`src/hw/rtl/bresenham_line_stepper_core_assert.svh`:
```
// Assertion macros for the line stepper core.
`ifndef BRESENHAM_LINE_STEPPER_CORE_ASSERT_SVH
`define BRESENHAM_LINE_STEPPER_CORE_ASSERT_SVH

`ifndef SYNTHESIS

// The consequent must hold in the same cycle as the antecedent.
`define BLS_ASSERT_SAME(label, clk, rst_n, ante, cons) \
    label: assert property (@(posedge clk) disable iff (!rst_n) (ante) |-> (cons)) \
        else $error("%m: assertion failed");

// The consequent must hold in the cycle after the antecedent.
`define BLS_ASSERT_NEXT(label, clk, rst_n, ante, cons) \
    label: assert property (@(posedge clk) disable iff (!rst_n) (ante) |=> (cons)) \
        else $error("%m: assertion failed");

`else

`define BLS_ASSERT_SAME(label, clk, rst_n, ante, cons)
`define BLS_ASSERT_NEXT(label, clk, rst_n, ante, cons)

`endif

`endif

```
`src/hw/rtl/bls_pkg.sv`:
```
// Shared types and constants for the line stepper core.
`default_nettype none

package bls_pkg;

    localparam int COORD_BITS_DEFAULT = 16;

    typedef enum logic [0:0] {
        CMD_START = 1'b0,
        CMD_NEXT  = 1'b1
    } cmd_t;

    typedef struct packed {
        logic dir_x_negative;
        logic dir_y_negative;
        logic x_is_major;
    } line_flags_t;

endpackage

`default_nettype wire

```
`src/hw/rtl/bresenham_line_stepper_core.sv`:
```
// Bresenham line stepper: one pixel word out for every command word in.
//
// The slave channel takes command words: tuser selects start (load endpoints) or
// next (step along the line), tdata carries the four endpoint coordinates.
// Every command word gives exactly one result word on the master channel:
// tdata carries the pixel coordinates, tuser says whether a pixel was produced,
// and tlast marks the final endpoint of the line. A next command while no line
// is in progress gives a word with tuser low and zero coordinates.
// A word accepted into the input register (spans and directions are computed on
// entry) passes through the step logic into the result register and is shown.
// Throughput is one word per cycle while the receiver does not stall; the step
// logic updates the line state combinationally, so back-to-back commands on the
// same line do not stall.
// When the receiver stalls, the result register holds its word, the input
// register fills, and then s_tready drops until the result word is taken.
// Reset clears all line state and the valid flags of both registers; the block comes out idle.
`default_nettype none

`include "bresenham_line_stepper_core_assert.svh"

module bresenham_line_stepper_core
    import bls_pkg::*;
#(
    parameter int COORD_BITS = COORD_BITS_DEFAULT,
    localparam int IN_BITS   = ((4 * COORD_BITS + 7) / 8) * 8,
    localparam int OUT_BITS  = ((2 * COORD_BITS + 7) / 8) * 8
)
(
    input  wire logic                clk,
    input  wire logic                rst_n,
    input  wire logic                s_tvalid,
    output logic                     s_tready,
    // Fields from bit 0 up: start_x, start_y, end_x, end_y, zero padding.
    input  wire logic [IN_BITS-1:0]  s_tdata,
    // Fields from bit 0 up: command.
    input  wire logic [0:0]          s_tuser,
    output logic                     m_tvalid,
    input  wire logic                m_tready,
    // Fields from bit 0 up: pixel_x, pixel_y, zero padding.
    output logic [OUT_BITS-1:0]      m_tdata,
    // Fields from bit 0 up: valid_res.
    output logic [0:0]               m_tuser,
    output logic                     m_tlast
);

    localparam int W = COORD_BITS;

    // Input decode ahead of the input register.
    logic signed [W-1:0] in_sx;
    logic signed [W-1:0] in_sy;
    logic signed [W-1:0] in_ex;
    logic signed [W-1:0] in_ey;
    logic signed [W:0]   in_dx;
    logic signed [W:0]   in_dy;
    logic        [W:0]   in_abs_dx;
    logic        [W:0]   in_abs_dy;
    line_flags_t         in_flags;

    // Input register.
    logic                in_valid_reg;
    cmd_t                cmd_reg;
    logic signed [W-1:0] start_x_reg;
    logic signed [W-1:0] start_y_reg;
    logic signed [W-1:0] new_major_end_reg;
    logic        [W-1:0] new_span_x_reg;
    logic        [W-1:0] new_span_y_reg;
    line_flags_t         new_flags_reg;

    // Line state.
    logic signed [W-1:0] cur_x_reg;
    logic signed [W-1:0] cur_y_reg;
    logic signed [W-1:0] major_end_reg;
    logic        [W-1:0] span_x_reg;
    logic        [W-1:0] span_y_reg;
    logic signed [W:0]   error_acc_reg;
    line_flags_t         flags_reg;
    logic                active_reg;

    logic signed [W-1:0] cur_x_next;
    logic signed [W-1:0] cur_y_next;
    logic signed [W-1:0] major_end_next;
    logic        [W-1:0] span_x_next;
    logic        [W-1:0] span_y_next;
    logic signed [W:0]   error_acc_next;
    line_flags_t         flags_next;
    logic                active_next;

    // Result register.
    logic                out_valid_reg;
    logic signed [W-1:0] pixel_x_reg;
    logic signed [W-1:0] pixel_y_reg;
    logic                valid_res_reg;
    logic                last_reg;

    logic signed [W-1:0] pixel_x_next;
    logic signed [W-1:0] pixel_y_next;
    logic                valid_res_next;
    logic                last_next;

    // Step inputs and outputs.
    logic                is_start;
    logic                emit;
    logic                work_fire;
    logic                in_fire;
    line_flags_t         sel_flags;
    logic signed [W-1:0] sel_x;
    logic signed [W-1:0] sel_y;
    logic signed [W-1:0] sel_major_end;
    logic        [W-1:0] sel_span_x;
    logic        [W-1:0] sel_span_y;
    logic signed [W:0]   sel_error;
    logic                step_fin;
    logic signed [W-1:0] step_x;
    logic signed [W-1:0] step_y;
    logic signed [W:0]   step_error;

    always_comb
    begin
        in_sx     = s_tdata[W-1:0];
        in_sy     = s_tdata[2*W-1:W];
        in_ex     = s_tdata[3*W-1:2*W];
        in_ey     = s_tdata[4*W-1:3*W];
        in_dx     = {in_ex[W-1], in_ex} - {in_sx[W-1], in_sx};
        in_dy     = {in_ey[W-1], in_ey} - {in_sy[W-1], in_sy};
        in_abs_dx = in_dx[W] ? (W+1)'(-in_dx) : in_dx;
        in_abs_dy = in_dy[W] ? (W+1)'(-in_dy) : in_dy;
        in_flags.dir_x_negative = in_dx[W] || (in_dx == '0);
        in_flags.dir_y_negative = in_dy[W] || (in_dy == '0);
        in_flags.x_is_major     = (in_abs_dx[W-1:0] > in_abs_dy[W-1:0]);
    end

    assign work_fire = in_valid_reg && (!out_valid_reg || m_tready);
    assign s_tready  = !in_valid_reg || work_fire;
    assign in_fire   = s_tvalid && s_tready;

    always_ff @(posedge clk or negedge rst_n)
    begin
        if (!rst_n)
        begin
            in_valid_reg <= 1'b0;
        end
        else if (s_tready)
        begin
            in_valid_reg <= s_tvalid;
        end
    end

    always_ff @(posedge clk)
    begin
        if (in_fire)
        begin
            cmd_reg           <= cmd_t'(s_tuser[0]);
            start_x_reg       <= in_sx;
            start_y_reg       <= in_sy;
            new_major_end_reg <= in_flags.x_is_major ? in_ex : in_ey;
            new_span_x_reg    <= in_abs_dx[W-1:0];
            new_span_y_reg    <= in_abs_dy[W-1:0];
            new_flags_reg     <= in_flags;
        end
    end

    always_comb
    begin
        is_start      = (cmd_reg == CMD_START);
        emit          = is_start || active_reg;
        sel_flags     = is_start ? new_flags_reg : flags_reg;
        sel_x         = is_start ? start_x_reg : cur_x_reg;
        sel_y         = is_start ? start_y_reg : cur_y_reg;
        sel_major_end = is_start ? new_major_end_reg : major_end_reg;
        sel_span_x    = is_start ? new_span_x_reg : span_x_reg;
        sel_span_y    = is_start ? new_span_y_reg : span_y_reg;
        sel_error     = is_start ? '0 : error_acc_reg;
    end

    bls_step #(
        .COORD_BITS (COORD_BITS)
    ) u_step (
        .flags      (sel_flags),
        .cur_x      (sel_x),
        .cur_y      (sel_y),
        .major_end  (sel_major_end),
        .span_x     (sel_span_x),
        .span_y     (sel_span_y),
        .error_acc  (sel_error),
        .fin        (step_fin),
        .next_x     (step_x),
        .next_y     (step_y),
        .next_error (step_error)
    );

    always_comb
    begin
        cur_x_next     = cur_x_reg;
        cur_y_next     = cur_y_reg;
        major_end_next = major_end_reg;
        span_x_next    = span_x_reg;
        span_y_next    = span_y_reg;
        error_acc_next = error_acc_reg;
        flags_next     = flags_reg;
        active_next    = active_reg;
        pixel_x_next   = pixel_x_reg;
        pixel_y_next   = pixel_y_reg;
        valid_res_next = valid_res_reg;
        last_next      = last_reg;

        if (work_fire)
        begin
            if (emit)
            begin
                cur_x_next     = step_x;
                cur_y_next     = step_y;
                major_end_next = sel_major_end;
                span_x_next    = sel_span_x;
                span_y_next    = sel_span_y;
                error_acc_next = step_error;
                flags_next     = sel_flags;
                active_next    = !step_fin;
                pixel_x_next   = sel_x;
                pixel_y_next   = sel_y;
                valid_res_next = 1'b1;
                last_next      = step_fin;
            end
            else
            begin
                pixel_x_next   = '0;
                pixel_y_next   = '0;
                valid_res_next = 1'b0;
                last_next      = 1'b0;
            end
        end
    end

    always_ff @(posedge clk or negedge rst_n)
    begin
        if (!rst_n)
        begin
            cur_x_reg     <= '0;
            cur_y_reg     <= '0;
            major_end_reg <= '0;
            span_x_reg    <= '0;
            span_y_reg    <= '0;
            error_acc_reg <= '0;
            flags_reg     <= '0;
            active_reg    <= 1'b0;
            out_valid_reg <= 1'b0;
        end
        else
        begin
            cur_x_reg     <= cur_x_next;
            cur_y_reg     <= cur_y_next;
            major_end_reg <= major_end_next;
            span_x_reg    <= span_x_next;
            span_y_reg    <= span_y_next;
            error_acc_reg <= error_acc_next;
            flags_reg     <= flags_next;
            active_reg    <= active_next;
            if (work_fire)
            begin
                out_valid_reg <= 1'b1;
            end
            else if (m_tready)
            begin
                out_valid_reg <= 1'b0;
            end
        end
    end

    always_ff @(posedge clk)
    begin
        pixel_x_reg   <= pixel_x_next;
        pixel_y_reg   <= pixel_y_next;
        valid_res_reg <= valid_res_next;
        last_reg      <= last_next;
    end

    assign m_tvalid = out_valid_reg;
    assign m_tdata  = OUT_BITS'({pixel_y_reg, pixel_x_reg});
    assign m_tuser  = valid_res_reg;
    assign m_tlast  = last_reg;

    `BLS_ASSERT_SAME(idle_word_is_empty, clk, rst_n, m_tvalid && !m_tuser[0], (m_tdata == '0) && !m_tlast)
    `BLS_ASSERT_NEXT(last_pixel_ends_line, clk, rst_n, work_fire && emit && step_fin, !active_reg)
    `BLS_ASSERT_SAME(stall_blocks_intake, clk, rst_n, in_valid_reg && m_tvalid && !m_tready, !s_tready)

endmodule

`default_nettype wire

```
`src/hw/rtl/bls_step.sv`:
```
// Combinational Bresenham step: end-of-line test and the coordinates after one pixel.
`default_nettype none

module bls_step
    import bls_pkg::*;
#(
    parameter int COORD_BITS = COORD_BITS_DEFAULT
)
(
    input  wire line_flags_t                   flags,
    input  wire logic signed [COORD_BITS-1:0]  cur_x,
    input  wire logic signed [COORD_BITS-1:0]  cur_y,
    input  wire logic signed [COORD_BITS-1:0]  major_end,
    input  wire logic        [COORD_BITS-1:0]  span_x,
    input  wire logic        [COORD_BITS-1:0]  span_y,
    input  wire logic signed [COORD_BITS:0]    error_acc,
    output logic                               fin,
    output logic signed [COORD_BITS-1:0]       next_x,
    output logic signed [COORD_BITS-1:0]       next_y,
    output logic signed [COORD_BITS:0]         next_error
);

    logic signed [COORD_BITS-1:0] major_coord;
    logic        [COORD_BITS-1:0] major_span;
    logic        [COORD_BITS-1:0] minor_span;
    logic signed [COORD_BITS+1:0] err_sum;
    logic signed [COORD_BITS+2:0] err_double;
    logic signed [COORD_BITS+2:0] major_wide;
    logic signed [COORD_BITS+1:0] err_less;
    logic                         minor_step;
    logic signed [COORD_BITS-1:0] step_x;
    logic signed [COORD_BITS-1:0] step_y;

    always_comb
    begin
        major_coord = flags.x_is_major ? cur_x : cur_y;
        major_span  = flags.x_is_major ? span_x : span_y;
        minor_span  = flags.x_is_major ? span_y : span_x;
        fin         = (major_coord == major_end);

        err_sum    = {error_acc[COORD_BITS], error_acc}
                   + $signed({2'b00, minor_span});
        err_double = $signed({err_sum, 1'b0});
        major_wide = $signed({3'b000, major_span});
        minor_step = (err_double >= major_wide);
        err_less   = err_sum - $signed({2'b00, major_span});
        next_error = minor_step ? err_less[COORD_BITS:0] : err_sum[COORD_BITS:0];

        step_x = flags.dir_x_negative ? '1 : COORD_BITS'(1);
        step_y = flags.dir_y_negative ? '1 : COORD_BITS'(1);

        if (flags.x_is_major)
        begin
            next_x = cur_x + step_x;
            next_y = minor_step ? (cur_y + step_y) : cur_y;
        end
        else
        begin
            next_x = minor_step ? (cur_x + step_x) : cur_x;
            next_y = cur_y + step_y;
        end
    end

endmodule

`default_nettype wire

```
`config.mk`:
```
export PLATFORM = sky130hd
export DESIGN_NAME = bresenham_line_stepper_core
export DESIGN_NICKNAME = d
export VERILOG_FILES = /design/src/hw/rtl/bls_pkg.sv /design/src/hw/rtl/bresenham_line_stepper_core.sv /design/src/hw/rtl/bls_step.sv
export VERILOG_INCLUDE_DIRS = /design/src /design/src/hw/rtl
export SDC_FILE = /design/constraint.sdc
export NUM_CORES = 1
export LEC_CHECK = 0
export ABC_CLOCK_PERIOD_IN_PS = 8950
export BUFFER_PORTS_ARGS = -buffer_cell sky130_fd_sc_hd__buf_4
export CAP_MARGIN = 20
export CELL_PAD_IN_SITES_DETAIL_PLACEMENT = 0
export CELL_PAD_IN_SITES_GLOBAL_PLACEMENT = 1
export CORE_MARGIN = 2
export CORE_UTILIZATION = 48
export DETAILED_ROUTE_END_ITERATION = 12
export PLACE_DENSITY_LB_ADDON = 0.25
export SLEW_MARGIN = 20
export SYNTH_ARGS = -nofsm -noshare
export SYNTH_HDL_FRONTEND = slang
export SYNTH_SLANG_ARGS = --single-unit
```
`constraint.sdc`:
```
create_clock -name clk -period 8.95 [get_ports clk]
set_clock_uncertainty 0.2 [all_clocks]
set_input_delay 0 -clock clk [delete_from_list [all_inputs] [get_ports clk]]
set_output_delay 0 -clock clk [all_outputs]
set_load 0.005 [all_outputs]
```
==> metrics, run 1 <==
leakage power=8.45 nW; Via density=about 5.6; Die Wd=186 µm; fmax=about 0.15 GHz; clock sink count=~220; IO Count=105; die area=0.0348 mm²; largest net degree at the start of global routing=92; crit end category=flop; first-pass GRT wire length=roughly 70 mm; Antenna Cells=0; core area=0.0326 mm²; Avg Inst Size Synth=9.19 µm²; drt wl/cell=18.7 µm; share of cells above drive strength 1=12.1%; Post-synth EDFFs=118; hpwl dp=32.6 mm; gpl congestion=0.933; Cell Rows=66; grt total ovfl=0; Worst VDD drop=197 µV; CTS tree=built; max-cap viol count=0; FF+latch count, synth=around 220; most common cell in the synthesized netlist=nand2_1; total power draw=6.31 mW; wirelength, routed=~44 mm; minimum clock period=between 6 and 7 ns; drt drc=0; Die Height=186 µm; CP Class=flop to flop; synth unique cells=77; worst skew pair latency=between 0.5 and 0.6 ns; GRT Total Usage=25.4%; Worst EP required=9.14 ns; YS warnings=0; Synth top cells by count=nand2_1 (239), nor2_1 (149), a21oi_1 (145); CP max FO=28; Clock Tree Root=clkbuf_16; RSZ-0062 raised after global routing=no; final hold violations=0; CTS buffer count=26; clock slew at reported path FFs=approximately 0.06 ns; setup tns final=0 ns; worst hold path type=input port to flop; # H-tree levels=1; starting density of the core=a little under 50%; share of synthesized registers carrying an async set or reset=46.6%; final max-slew violation count=0; worst hold-check slack=0.00987 ns; Synth top area share=22.2%; Mapped Cells=between 1.5k and 2k; crit path max-delay cell type=edfxtp_1; crit path DAT=6.94 ns; Area Growth Syn to Fin=19.4%; post-cts gate resize count=0; outcome=finished clean; final setup fails=0; max reg flops=17; Most used DFF post-synth=edfxtp_1; initial antenna violation count=0; Net Count, Synth=1,939; Crit path buffers/inverters=0; r2r setup slk=2.19 ns; critical path launch point type=flop; slew of the pin with the lowest slew margin=roughly 1.1 ns; Routed Antenna Nets=0; Rel. slew slack=27.9%; Synth area leaders=edfxtp_1 (22%), dfrtp_1 (16%), ha_1 (9.8%); Mapped Area=0.0160 mm²; post-synth top area cell=edfxtp_1; post-CTS setup buffers=0; post-layout util=58.5%; pwr/cell area=roughly 330 mW/mm²; CP delay by family, top=compound AO/OA/AOI/OAI gates; nets@finish=approximately 2.1k; vias=13.3k; Detailed Route Iter0 Violations=approximately 920; drt first pass iters=5; Post-CTS Hold Fix Bufs=95; post-synthesis sequential area ratio=38.3%; CTS Buffer Depth=3; Tcrit/Tclk final=75.5%; port bufs=~100; vias in the first global route=12.8k; worst path cell trace=nor2b_1 -> a211oi_1 -> a21oi_1 -> ha_1 -> fa_1 -> a211oi_1 -> o21ai_1 -> a31o_2 -> a21o_1 -> a21o_1 -> a21oi_1 -> xnor2_1 -> ha_1 -> nand2_1 -> a21oi_1 -> a211oi_1 -> or4b_1 -> nand2_1 -> a32oi_2 -> a21boi_4 -> a21o_2 -> mux2i_1 -> a221oi_2; crit-path max cell delay=0.93 ns
-- layout make-up --
cell class / instances / area [µm²]
Clock buffer: 30 / 697
Clock inverter: 18 / 221
Fill cell: 2843 / 13500
Inverter: 84 / 317
Multi-Input combinational cell: 1373 / 9310
Sequential cell: 221 / 6120
Tap cell: 442 / 553
Timing Repair Buffer: 213 / 1850
-- power breakdown --
part	internal (mW)	leakage [nW]	total (mW)	switching, mW
combinational	1.56	5.60	3.62	2.06
sequential	1.38	2.40	1.55	0.174
clock	0.681	0.454	1.13	0.451
-- cell usage in the layout (no fill, tap or decap), types with 8 or more instances in the layout --
cell | netlist | layout
o21ai_0 | 58 | 58
inv_1 | 83 | 83
dfrtp_1 | 103 | 103
nand3_1 | 25 | 25
edfxtp_1 | 118 | 118
mux2_2 | 44 | 44
buf_4 | 2 | 118
xnor2_1 | 78 | 78
o31a_1 | 8 | 8
nor2_1 | 149 | 148
nor2b_1 | 32 | 32
ha_1 | 125 | 125
clkbuf_16 | 0 | 27
o21a_1 | 21 | 21
nand2b_1 | 14 | 14
dlygate4sd3_1 | 0 | 94
a31oi_1 | 10 | 9
a21oi_1 | 145 | 145
a211oi_1 | 26 | 26
and2_1 | 38 | 37
nand2_1 | 239 | 238
mux2i_1 | 82 | 81
o21ai_1 | 43 | 43
a21o_1 | 27 | 27
or3_1 | 12 | 12
nor3_1 | 34 | 34
xor2_1 | 47 | 47
nand4_1 | 9 | 9
-- final timing paths --
kind / start / endpoint / depth (start not counted)
worst max register to register: new_flags_reg[0]$_DFFE_PP_ / cur_x_reg[15]$_DFFE_PN0P_ / 23
worst min register to register: new_major_end_reg[4]$_DFFE_PP_ / major_end_reg[4]$_DFFE_PN0P_ / 2
max in group asynchronous: rst_n / span_y_reg[3]$_DFFE_PN0P_ / 4
min in group asynchronous: rst_n / error_acc_reg[5]$_DFFE_PN0P_ / 4
worst min-delay path: s_tdata[55] / new_span_y_reg[7]$_DFFE_PP_ / 4
worst max-delay path: new_flags_reg[0]$_DFFE_PP_ / cur_x_reg[15]$_DFFE_PN0P_ / 23
-- layer usage --
layer	vias up	global-route usage (%)	wire (µm)
met5	-	0	0
met4	0	6.06	1040
met3	70	3.37	2680
met2	367	39.7	19500
met1	6291	37.5	21300
li1	6543	-	-
-- worst register-to-register path: stages (launching register included) --
cell	delay (ns)
edfxtp_1	0.93
nor2b_1	0.11
a211oi_1	0.24
a21oi_1	0.08
ha_1	0.26
fa_1	0.42
a211oi_1	0.31
o21ai_1	0.15
a31o_2	0.29
a21o_1	0.18
a21o_1	0.17
a21oi_1	0.17
xnor2_1	0.20
ha_1	0.32
nand2_1	0.08
a21oi_1	0.04
a211oi_1	0.34
or4b_1	0.49
nand2_1	0.16
a32oi_2	0.23
a21boi_4	0.74
a21o_2	0.21
mux2i_1	0.22
a221oi_2	0.08
-- kinds of logic (layout without fill, tap and decap cells) --
logic type	count (synthesis)	in the layout	synth area share [%]
xor gates and xnor gates	125	125	6.85
DFF	221	221	38.3
adders and majority gates	131	131	10.5
buffers and inverters	145	345	3.59
AOI/OAI and AO/OA	401	401	15.6
muxes	128	128	8.42
and+or+nand+nor	588	588	16.6
-- per-stage QoR --
stage               worst slack, ns  area, µm²  cells
floorplan                      2.39      16000   1739
global placement               2.46      17200   2238
detailed placement             2.25      17200   2238
CTS                            2.24      19100   2381
global route                   1.77      19100   2381
finish                         2.19      19100   2381
Note: power is estimated with default switching activity, not from simulation.
==> run 2, diff against run 1 <==
--- a/config.mk
+++ b/config.mk
@@ -6,13 +6,14 @@
 export SDC_FILE = /design/constraint.sdc
 export NUM_CORES = 1
 export LEC_CHECK = 0
-export ABC_CLOCK_PERIOD_IN_PS = 8950
+export ABC_AREA = 1
+export ABC_CLOCK_PERIOD_IN_PS = 6600
 export BUFFER_PORTS_ARGS = -buffer_cell sky130_fd_sc_hd__buf_4
 export CAP_MARGIN = 20
 export CELL_PAD_IN_SITES_DETAIL_PLACEMENT = 0
 export CELL_PAD_IN_SITES_GLOBAL_PLACEMENT = 1
 export CORE_MARGIN = 2
-export CORE_UTILIZATION = 48
+export CORE_UTILIZATION = 46
 export DETAILED_ROUTE_END_ITERATION = 12
 export PLACE_DENSITY_LB_ADDON = 0.25
 export SLEW_MARGIN = 20
==> constraint.sdc (replaced) <==
create_clock -name clk -period 6.6 [get_ports clk]
set_clock_uncertainty 0.2 [all_clocks]
set_input_delay 0 -clock clk [delete_from_list [all_inputs] [get_ports clk]]
set_output_delay 0 -clock clk [all_outputs]
set_load 0.005 [all_outputs]
==> metrics, run 2 <==
Clock Tree Root=clkbuf_16; fill count=3,512; Clk network pwr share=16.4%; first-pass GRT wire length=80.8 mm; share of cells above drive strength 1=8.26%; Final Instance Area=roughly 0.020 mm²; Post-CTS Hold Fix Bufs=around 100; commonest non-fill, non-tap cell in the layout=nand2_1; worst hold path type=input port to flop; Die Height=197 µm; die area=0.0388 mm²; final hold violations=0; final max-slew violation count=0; synth unique cells=49; wirelength, routed=just over 50 mm; post-cts gate resize count=0; post-CTS setup buffers=0; Most used DFF post-synth=edfxtp_1; Area Growth Syn to Fin=18.7%; Cell Rows=70; Area after DPL=between 0.015 and 0.02 mm²; clock slew at reported path FFs=0.06 ns; crit end category=flop; clock sink count=221; Routed Antenna Nets=0; post-synthesis sequential area ratio=35.7%; CTS buffer count=27; most common cell in the synthesized netlist=nand2_1; max reg flops=17; final worst slack=about 1.1 ns; Detailed Route Iter0 Violations=~1.4k; drt first pass iters=7; storage element area=0.00612 mm²; pwr/cell area=482 mW/mm²; Mapped Cells=2,395; max-cap viol count=0; sw frac=48.0%; GRT Total Usage=between 20% and 30%; grt total ovfl=0; vias in the first global route=14.9k; Place WS=about 1.1 ns; GRT busiest layer=met1; FF+latch count, synth=about 220; # H-tree levels=1; share of synthesized registers carrying an async set or reset=a little under half; Synth top cells by count=nand2_1 (781), inv_1 (367), o21ai_0 (177); YS warnings=0; CP Class=flop to flop; Placed Cells=roughly 2.9k; nets@finish=2,782; minimum clock period=5.54 ns; Synth area leaders=edfxtp_1 (21%), nand2_1 (17%), dfrtp_1 (15%); critical path launch point type=flop; worst hold-check slack=0.0247 ns; slew of the pin with the lowest slew margin=0.987 ns; met3 Use GR=~3.1%; Via density=5.17; CTS Buffer Depth=3; fmax=approximately 0.18 GHz; CTS tree=built; met2 usage=roughly 39%; post-synth top area cell=edfxtp_1; P_int=5.09 mW; port bufs=104; Die Wd=197 µm; commonest cells after routing, fill and taps aside=nand2_1 (779), inv_1 (366), o21ai_0 (177), nand3_1 (162), nor2_1 (129); largest net degree at the start of global routing=133; P_sw=approximately 4.7 mW; core area=between 0.03 and 0.04 mm²; Rel. slew slack=between 30% and 40%; setup tns final=0 ns; Mapped Area=0.0171 mm²; initial antenna violation count=0; hpwl dp=38.4 mm; Synth top area share=between 20% and 30%; outcome=finished clean; drt wl/cell=16.4 µm; Worst EP required=between 6 and 7 ns; CP max FO=132; Post-synth EDFFs=118; crit path DAT=5.83 ns; Antenna Cells=0; sequential power share=22.5%; Net Count, Synth=2,595; Avg Inst Size Synth=7.15 µm²; Comb power frac=61.1%; Tcrit/Tclk final=between 80% and 90%; Post-Layout Cell Count=3,071; total power draw=around 10 mW; met1 Use GR=between 40% and 50%; drt drc=0; gpl congestion=0.912; starting density of the core=46.8%; RSZ-0062 raised after global routing=no; area of the multi-input gates=about 0.0093 mm²; vias=15.9k; post-layout util=55.5%; final setup fails=0; Worst VDD drop=~300 µV; leakage power=10.6 nW; IO Count=105; worst skew pair latency=0.56 ns
[run 2: cell count changes in the layout (fill, tap and decap cells not counted), moves of 51 or more]
cell | previous run | this run
a21oi_1 | 145 | 91
inv_1 | 83 | 366
o21ai_0 | 58 | 177
xnor2_1 | 78 | 27
nand3_1 | 25 | 162
nand2_1 | 238 | 779
mux2i_1 | 81 | 10
[run 2: final cells by class]
type | count | share of cell area [%]
repair buffers | 229 | 9.89
inverters | 369 | 6.83
multi-input cells | 1734 | 45.5
flip-flops and latches | 221 | 30.1
clock buffers | 30 | 3.43
clock inverters | 20 | 1.32
well taps | 468 | 2.88
[run 2: routing by layer]
metal  share of wire [%]  wire length, µm
met1                  50            25200
met2                  41            20800
met3                 6.0             3020
met4                 3.0             1490
met5                   0                0
[run 2: kinds of logic after synthesis]
| logic type | synth area share (%) |
|---|---|
| simple gates | 28.2 |
| buf+inv | 10.3 |
| compound gates | 10.4 |
| flops | 35.7 |
| fa+ha+maj | 9.83 |
| xor+xnor | 4.95 |
| mux | 0.584 |
[run 2: power by group through the flow]
stage | Sequential [mW] | Clock (mW) | Combinational [mW]
after floorplan | 2.12 | 0 | 4.38
final | 2.20 | 1.61 | 5.98
after CTS | 2.19 | 1.64 | 5.92
after detailed placement | 2.21 | 0 | 5.75
after global placement | 2.21 | 0 | 5.71
after global routing | 2.24 | 1.69 | 6.81
[run 2: critical path, cell delays in order, from the launching register on]
cell and delay (ns):
edfxtp_1 0.44, buf_12 0.47, nand2_1 0.12, nand2_2 0.42, o21ai_0 0.20, ha_1 0.24
fa_1 0.42, nand3_1 0.09, nand2_1 0.11, nand2_1 0.08, nand2_1 0.10, a31oi_1 0.18
xor2_1 0.16, inv_1 0.10, ha_1 0.28, nand2_1 0.09, nor2_1 0.04, nand3_1 0.07
nor2_1 0.05, nand2_1 0.06, nand2_1 0.05, nor2_2 0.12, nand4_4 0.17, nand2_4 0.53
nand2_4 0.28, nand2_1 0.13, nand3_1 0.08, nand2_1 0.12
[run 2: final timing paths]
path / startpoint / slack (ns) / endpoint / depth (start not counted)
min reg2reg: cur_x_reg[7]$_DFFE_PN0P_ / 0.29 / cur_x_reg[7]$_DFFE_PN0P_ / 2
max reg2reg: cmd_reg$_DFFE_PP_ / 1.06 / cur_x_reg[9]$_DFFE_PN0P_ / 27
max: cmd_reg$_DFFE_PP_ / 1.06 / cur_x_reg[9]$_DFFE_PN0P_ / 27
min in group asynchronous: rst_n / 0.37 / cur_x_reg[12]$_DFFE_PN0P_ / 4
min: s_tdata[16] / 0.02 / start_y_reg[0]$_DFFE_PP_ / 2
max in group asynchronous: rst_n / 5.09 / major_end_reg[1]$_DFFE_PN0P_ / 4
